**src/hdl/jtag_master_shift_engine_top_macros.svh**
```systemverilog
// Assertion macros used by the JTAG shift engine top level.
`ifndef JTAG_MASTER_SHIFT_ENGINE_TOP_MACROS_SVH
`define JTAG_MASTER_SHIFT_ENGINE_TOP_MACROS_SVH
`ifndef SYNTHESIS
// Checks that the consequent holds in the same cycle as the antecedent.
`define JMSE_ASSERT_SAME(lbl, ante, cons) \
  lbl: assert property (@(posedge clk) disable iff (rst) (ante) |-> (cons)) \
    else $error("assertion failed in shift engine");
// Checks that the consequent holds in the cycle after the antecedent.
`define JMSE_ASSERT_NEXT(lbl, ante, cons) \
  lbl: assert property (@(posedge clk) disable iff (rst) (ante) |=> (cons)) \
    else $error("assertion failed in shift engine");
`else
`define JMSE_ASSERT_SAME(lbl, ante, cons)
`define JMSE_ASSERT_NEXT(lbl, ante, cons)
`endif
`endif

```
**src/hdl/jmse_pkg.sv**
```systemverilog
// Types and constants for the JTAG shift engine.
package jmse_pkg;

  typedef enum logic [1:0] {
    OP_TICK     = 2'd0,
    OP_SHIFT    = 2'd1,
    OP_STROBE   = 2'd2,
    OP_SET_PINS = 2'd3
  } op_t;

  typedef enum logic [1:0] {
    MODE_IDLE   = 2'd0,
    MODE_SHIFT  = 2'd1,
    MODE_STROBE = 2'd2
  } mode_t;

  localparam logic [7:0] SHIFT_MSB = 8'h80;
  localparam logic [3:0] MAX_BITS = 4'd8;
  localparam logic [15:0] HALF_PERIOD_RESET = 16'd2;

  typedef struct packed {
    logic [1:0] operation;
    logic       tdo_pin;
    logic [7:0] tdi_byte;
    logic [3:0] bit_count;
    logic [7:0] pulse_count;
    logic       tms_level;
    logic       tdi_level;
  } jmse_in_t;

  typedef struct packed {
    logic       tck_out;
    logic       tdi_out;
    logic       tms_out;
    logic       busy_res;
    logic       done_res;
    logic [7:0] captured_byte;
    logic       strobe_tdo;
    logic       rejected;
  } jmse_out_t;

endpackage

```
**src/hdl/jtag_master_shift_engine_top.sv**
```systemverilog
// Top level of the JTAG shift engine: command decode, TCK timing and pin state.
`include "jtag_master_shift_engine_top_macros.svh"

// The engine takes one word per clock cycle while in_stall is low, ticks and
// commands alike, and returns one result word for each. The whole update of
// the pin and timing state is a single combinational pass from the accepted
// input word into the state registers and the result register; the result
// goes to an output register, or to the one-word skid register behind it if
// out_stall holds the output. in_stall rises only while the skid register is
// occupied. half_period may be written at any time the engine is idle and
// reads as 2 after reset. COUNTER_WIDTH sets the width of the tick counter;
// a half-period never lasts longer than 2^COUNTER_WIDTH ticks.
module jtag_master_shift_engine_top
  import jmse_pkg::*;
#(
  parameter int COUNTER_WIDTH = 16
) (
  input  logic        clk,
  input  logic        rst,
  input  logic        cfg_write_en,
  input  logic [15:0] cfg_write_data,
  input  logic        in_valid,
  output logic        in_stall,
  input  jmse_in_t    in_word,
  output logic        out_valid,
  input  logic        out_stall,
  output jmse_out_t   out_word
);

  localparam int CMP_W = (COUNTER_WIDTH + 1 > 16) ? COUNTER_WIDTH + 1 : 16;

  logic [15:0] half_period;

  mode_t                    mode, mode_next;
  logic [COUNTER_WIDTH-1:0] tick_counter, tick_counter_next;
  logic                     clock_high_phase, clock_high_phase_next;
  logic [3:0]               bit_index, bit_index_next;
  logic [3:0]               bits_to_send, bits_to_send_next;
  logic [7:0]               shift_data, shift_data_next;
  logic [7:0]               capture_data, capture_data_next;
  logic [7:0]               pulses_left, pulses_left_next;
  logic                     tck, tck_next;
  logic                     tdi, tdi_next;
  logic                     tms, tms_next;

  logic                     in_accept;
  logic                     out_take;
  logic                     skid_valid;
  jmse_out_t                skid_word;
  jmse_out_t                result;

  logic [COUNTER_WIDTH:0]   cnt_inc;
  logic                     half_end;
  logic [COUNTER_WIDTH-1:0] cnt_after;
  logic [3:0]               nbits;

  assign in_stall  = skid_valid;
  assign in_accept = in_valid && !skid_valid;
  assign out_take  = out_valid && !out_stall;

  always_ff @(posedge clk) begin
    if (rst) begin
      half_period <= HALF_PERIOD_RESET;
    end else if (cfg_write_en) begin
      half_period <= cfg_write_data;
    end
  end

  // One tick of the half-period timer; the counter also ends a half-period
  // when it would wrap.
  always_comb begin
    cnt_inc   = {1'b0, tick_counter} + 1'b1;
    half_end  = (CMP_W'(cnt_inc) >= CMP_W'(half_period)) ||
                (tick_counter == {COUNTER_WIDTH{1'b1}});
    cnt_after = half_end ? '0 : cnt_inc[COUNTER_WIDTH-1:0];
    nbits     = (in_word.bit_count > MAX_BITS) ? MAX_BITS : in_word.bit_count;
  end

  always_comb begin
    mode_next             = mode;
    tick_counter_next     = tick_counter;
    clock_high_phase_next = clock_high_phase;
    bit_index_next        = bit_index;
    bits_to_send_next     = bits_to_send;
    shift_data_next       = shift_data;
    capture_data_next     = capture_data;
    pulses_left_next      = pulses_left;
    tck_next              = tck;
    tdi_next              = tdi;
    tms_next              = tms;
    result                = '0;

    if (op_t'(in_word.operation) == OP_TICK) begin
      if (mode == MODE_SHIFT) begin
        tick_counter_next = cnt_after;
        if (half_end) begin
          if (!clock_high_phase) begin
            tck_next              = 1'b1;
            clock_high_phase_next = 1'b1;
          end else begin
            if (in_word.tdo_pin) begin
              capture_data_next = capture_data | (SHIFT_MSB >> bit_index[2:0]);
            end
            tck_next              = 1'b0;
            clock_high_phase_next = 1'b0;
            bit_index_next        = bit_index + 1'b1;
            if (bit_index_next >= bits_to_send) begin
              result.done_res      = 1'b1;
              result.captured_byte = capture_data_next;
              mode_next            = MODE_IDLE;
            end else begin
              shift_data_next = {shift_data[6:0], 1'b0};
              tdi_next        = shift_data[6];
            end
          end
        end
      end else if (mode == MODE_STROBE) begin
        tick_counter_next = cnt_after;
        if (half_end) begin
          if (clock_high_phase) begin
            // The last high phase samples TDO for the strobe result.
            if (pulses_left <= 8'd1) begin
              capture_data_next = {7'b0, in_word.tdo_pin};
            end
            tck_next              = 1'b0;
            clock_high_phase_next = 1'b0;
          end else begin
            pulses_left_next = pulses_left - 1'b1;
            if (pulses_left_next == 8'd0) begin
              result.done_res   = 1'b1;
              result.strobe_tdo = capture_data[0];
              mode_next         = MODE_IDLE;
            end else begin
              tck_next              = 1'b1;
              clock_high_phase_next = 1'b1;
            end
          end
        end
      end
    end else if (mode != MODE_IDLE) begin
      result.rejected = 1'b1;
    end else begin
      case (op_t'(in_word.operation))
        OP_SHIFT: begin
          capture_data_next = '0;
          if (nbits == 4'd0) begin
            result.done_res = 1'b1;
          end else begin
            shift_data_next       = in_word.tdi_byte;
            bits_to_send_next     = nbits;
            bit_index_next        = '0;
            tick_counter_next     = '0;
            clock_high_phase_next = 1'b0;
            tck_next              = 1'b0;
            tdi_next              = in_word.tdi_byte[7];
            mode_next             = MODE_SHIFT;
          end
        end
        OP_STROBE: begin
          tms_next          = in_word.tms_level;
          tdi_next          = in_word.tdi_level;
          capture_data_next = '0;
          if (in_word.pulse_count == 8'd0) begin
            result.done_res   = 1'b1;
            result.strobe_tdo = in_word.tdo_pin;
          end else begin
            pulses_left_next      = in_word.pulse_count;
            tick_counter_next     = '0;
            clock_high_phase_next = 1'b1;
            tck_next              = 1'b1;
            mode_next             = MODE_STROBE;
          end
        end
        default: begin
          tms_next        = in_word.tms_level;
          tdi_next        = in_word.tdi_level;
          result.done_res = 1'b1;
        end
      endcase
    end

    result.tck_out  = tck_next;
    result.tdi_out  = tdi_next;
    result.tms_out  = tms_next;
    result.busy_res = (mode_next != MODE_IDLE);
  end

  always_ff @(posedge clk) begin
    if (rst) begin
      mode             <= MODE_IDLE;
      tick_counter     <= '0;
      clock_high_phase <= 1'b0;
      bit_index        <= '0;
      bits_to_send     <= '0;
      shift_data       <= '0;
      capture_data     <= '0;
      pulses_left      <= '0;
      tck              <= 1'b0;
      tdi              <= 1'b0;
      tms              <= 1'b0;
    end else if (in_accept) begin
      mode             <= mode_next;
      tick_counter     <= tick_counter_next;
      clock_high_phase <= clock_high_phase_next;
      bit_index        <= bit_index_next;
      bits_to_send     <= bits_to_send_next;
      shift_data       <= shift_data_next;
      capture_data     <= capture_data_next;
      pulses_left      <= pulses_left_next;
      tck              <= tck_next;
      tdi              <= tdi_next;
      tms              <= tms_next;
    end
  end

  // Output register with a one-word skid register behind it.
  always_ff @(posedge clk) begin
    if (rst) begin
      out_valid  <= 1'b0;
      skid_valid <= 1'b0;
    end else if (skid_valid) begin
      if (out_take) begin
        out_valid  <= 1'b1;
        skid_valid <= 1'b0;
      end
    end else if (in_accept) begin
      if (!out_valid || out_take) begin
        out_valid <= 1'b1;
      end else begin
        skid_valid <= 1'b1;
      end
    end else if (out_take) begin
      out_valid <= 1'b0;
    end
  end

  always_ff @(posedge clk) begin
    if (skid_valid) begin
      if (out_take) begin
        out_word <= skid_word;
      end
    end else if (in_accept) begin
      if (!out_valid || out_take) begin
        out_word <= result;
      end else begin
        skid_word <= result;
      end
    end
  end

  `JMSE_ASSERT_SAME(a_skid_behind_out, skid_valid, out_valid)
  `JMSE_ASSERT_SAME(a_tck_tracks_phase, 1'b1, tck == clock_high_phase)
  `JMSE_ASSERT_SAME(a_shift_index_range, mode == MODE_SHIFT, bit_index < bits_to_send)
  `JMSE_ASSERT_NEXT(a_reject_keeps_state,
      in_accept && mode != MODE_IDLE && op_t'(in_word.operation) != OP_TICK,
      $stable(shift_data) && $stable(pulses_left) && $stable(tick_counter))

endmodule

```
**config.mk**
```make
export PLATFORM = sky130hd
export DESIGN_NAME = jtag_master_shift_engine_top
export DESIGN_NICKNAME = d
export VERILOG_FILES = /design/src/hdl/jmse_pkg.sv /design/src/hdl/jtag_master_shift_engine_top.sv
export VERILOG_INCLUDE_DIRS = /design/src /design/src/hdl
export SDC_FILE = /design/constraint.sdc
export NUM_CORES = 1
export LEC_CHECK = 0
export ABC_CLOCK_PERIOD_IN_PS = 8800
export BUFFER_PORTS_ARGS = -buffer_cell sky130_fd_sc_hd__buf_2
export CAP_MARGIN = 0
export CORE_UTILIZATION = 30
export CTS_BUF_LIST = sky130_fd_sc_hd__clkbuf_4 sky130_fd_sc_hd__clkbuf_8
export CTS_CLUSTER_SIZE = 10
export DETAILED_ROUTE_END_ITERATION = 16
export PLACE_DENSITY = 0.43
export SLEW_MARGIN = 0
export SYNTH_ARGS = -nofsm -noshare
export SYNTH_HDL_FRONTEND = slang
export SYNTH_SLANG_ARGS = --single-unit
```
**constraint.sdc**
```tcl
create_clock -name clk -period 8.8 [get_ports clk]
set_input_delay 1.76 -clock clk [delete_from_list [all_inputs] [get_ports clk]]
set_output_delay 1.76 -clock clk [all_outputs]
set_load 0.02 [all_outputs]
```
==> flow_summary.toml <==
[layout]
fin_cells = 890
fill_cells = 1869
multiInputGateArea_um2 = 2930
syn_to_final_growth_pct = 13.1
seq_area_um2 = 2320
fin_area_um2 = 6220
diodes = 0
fin_nets = 736
drive_gt1_share_pct = 16.0
final_core_util_pct = 34.7

[placed_design]
portBuffers = 62
placed_cells = 874
dp_worst_setup_slack_ns = 4.11
hpwl_mm = 10.1
gp_congestion = 0.802
placed_area_um2 = 6010

[worst_setup_path]
worstPathRequired_ns = 9.00
cp_num_cells = 11
worst_path_dominant_cell_family = "simple AND/OR/NAND/NOR gates"
cp.arrival_ns = 4.70
crit_top_cell = "nand3_1"
cp_slowest_cell = "o211ai_1"
cp_max_fo = 16
max_stage_delay_ns = 0.75
rr_worst_depth = 11
cp_cell_sequence = "nand2_1, nor4_1, nand2_1, nor2_1, nand3_1, xnor2_1, ha_1, nand3_1, o211ai_1, nand3_1, o31ai_1"
worst-path-buf-inv = 0
worst_setup_path_end_kind = "flip-flop"
crit_type = "reg2reg"
startpoint_type = "flip-flop"

[routing]
drt-total-wl_mm = 13.7
ant_nets = 0
drc_errors = 0
via_per_inst = 5.07
vias = 4513
drtIter0Drc = 190
drt_pass1_iterations = 4
wire_per_inst_um = 15.4

[timing]
skew_ns = 0.0133
post-route-min-period_ns = 4.50
tightestPinTransition_ns = 1.18
hold_viol_final = 0
setup_viol = 0
whs_ns = 0.477
period_share_pct = 51.1
slew_viol_final = 0
timing.final.ws_setup_ns = 4.30
rsz0062_at_grt = "no"
slew_headroom_pct = 21.2
max_freq_mhz = 222
fin_setup_tns_ns = 0

[clock_tree]
clk_pin_slew_ns = 0.11
cts_buffers = 9
cts_setup_buffers = 0
cts_resized = 0
cts-hold-fix-buffers = 0
cts_max_path_buffers = 2
tritoncts = "done"
numClockSinks = 101
clk_latency_ns = 0.39
htreeDepth = 3
cts_root_buffer = "clkbuf_8"

[synthesis]
synth_edf_count = 30
synth_area_leaders = "dfxtp_1 (26%), edfxtp_1 (16%), ha_1 (7.7%), nor2_1 (5.5%), mux2i_1 (4.0%)"
synth_cells = 607
synth_seq_cells = 101
syn_area_um2 = 5500
yosys-top-cells-count = "nor2_1 (80), dfxtp_1 (71), nand2_1 (44)"
syn_nets = 687
ys.flop_type = "dfxtp_1"
async_flop_share_pct = 0
synth_top_cell_area_share_pct = 25.8
yosys.area.top_type = "dfxtp_1"
ys_types = 63
yosys_warnings = 0
post-synth-top-count-cell = "nor2_1"
avgSynthCellArea_um2 = 9.07
yosysSeqAreaShare_pct = 42.2

[grt]
grt_use_total_pct = 15.4
antenna_found_initial = 1
grt_pass1_wl_mm = 22.2
grt_pass1_vias = 4324
overflow = 0
grt_max_degree = 51

[worst_hold_path]
hold_class = "reg2reg"
min_path_cells = 2

[floorplanning]
pin_count = 63
initial_utilization_pct = 30.6
std_cell_rows = 49
die-area_um2 = 18900
core_um2 = 18000
dieWidth_um = 137
chipHeight_um = 137

[power]
power_density_nw_per_um2 = 154
fin_total_pwr_mw = 0.958
leakage_nw = 2.52
ir_worst_vdd_mv = 0.0724

[flow_run]
maxCapViolations = 0

[run_status]
status = "completed"
layout by cell type, fill, tap and decap left out, drive strengths merged, types with 5 or more instances in the layout:
master / synthesis / final
o221a: 6 / 6
a31oi: 22 / 22
nor3: 14 / 14
nor4: 8 / 8
clkbuf: 18 / 9
nand4: 8 / 8
o31ai: 10 / 10
dfxtp: 71 / 71
or3: 8 / 8
nor2: 80 / 80
a21oi: 42 / 42
inv: 35 / 38
mux2: 6 / 6
ha: 34 / 34
nand3: 17 / 17
a22o: 7 / 7
edfxtp: 30 / 30
nand2b: 9 / 9
nand2: 44 / 44
buf: 9 / 65
a21o: 5 / 5
mux2i: 22 / 22
a22oi: 5 / 5
nor2b: 9 / 9
xor2: 9 / 9
xnor2: 9 / 9
o21ai: 25 / 25
layer usage:
layer	GRT usage (%)	vias to the layer above	part of all wire, %
li1	-	2300	-
met2	25.7	77	47
met4	5.80	2	2.1
met1	19.2	2113	47
met5	0	-	0.095
met3	3.57	21	3.6
worst paths after layout:
check / endpoint / slack, ns / startpoint
worst max-delay path: out_word[5]$_DFFE_PP_ / 4.30 / tick_counter[2]$_SDFFE_PP0P_
worst min-delay path: capture_data[7]$_SDFFE_PP0P_ / 0.48 / capture_data[7]$_SDFFE_PP0P_
worst max register to register: out_word[5]$_DFFE_PP_ / 4.30 / tick_counter[2]$_SDFFE_PP0P_
worst min register to register: capture_data[7]$_SDFFE_PP0P_ / 0.48 / capture_data[7]$_SDFFE_PP0P_
tightest hold or removal path, delay by kind of cell, from the launching register on:
kind | cells | cell delay [ns]
simple gates | 1 | 0.07
flops | 1 | 0.34
compound gates | 1 | 0.04
registers in the layout, summed over array words and instances, names as in the netlist, 2 cells and up:
name and cells:
bit_index 4, bits_to_send 4, capture_data 8, half_period 16
mode 2, out_word 15, pulses_left 8, shift_data 7
skid_word 15, tick_counter 16
where the power goes:
part / total, mW / internal, mW / switching [mW]
registers: 0.509 / 0.498 / 0.0117
clock network: 0.325 / 0.139 / 0.186
logic: 0.123 / 0.0468 / 0.0765
total: 0.958 / 0.684 / 0.274
logic make-up (layout without fill, tap and decap cells):
kind of cell,after synthesis,after routing,share of synthesized area (%)
xor gates and xnor gates,18,18,2.87
AOI/OAI and AO/OA,150,150,18.6
adders and majority gates,34,34,7.73
muxes,28,28,5.23
DFF,101,101,42.2
buffers and inverters,64,118,4.62
and+or+nand+nor,212,212,18.7
final cells by class:
class | instances | area share (%)
Sequential cell | 101 | 37.3
Inverter | 37 | 2.23
Clock buffer | 9 | 1.99
Multi-Input combinational cell | 442 | 47.0
Clock inverter | 7 | 1.51
Tap cell | 229 | 4.60
Timing Repair Buffer | 65 | 5.35
(Power assumes the default switching activity.)
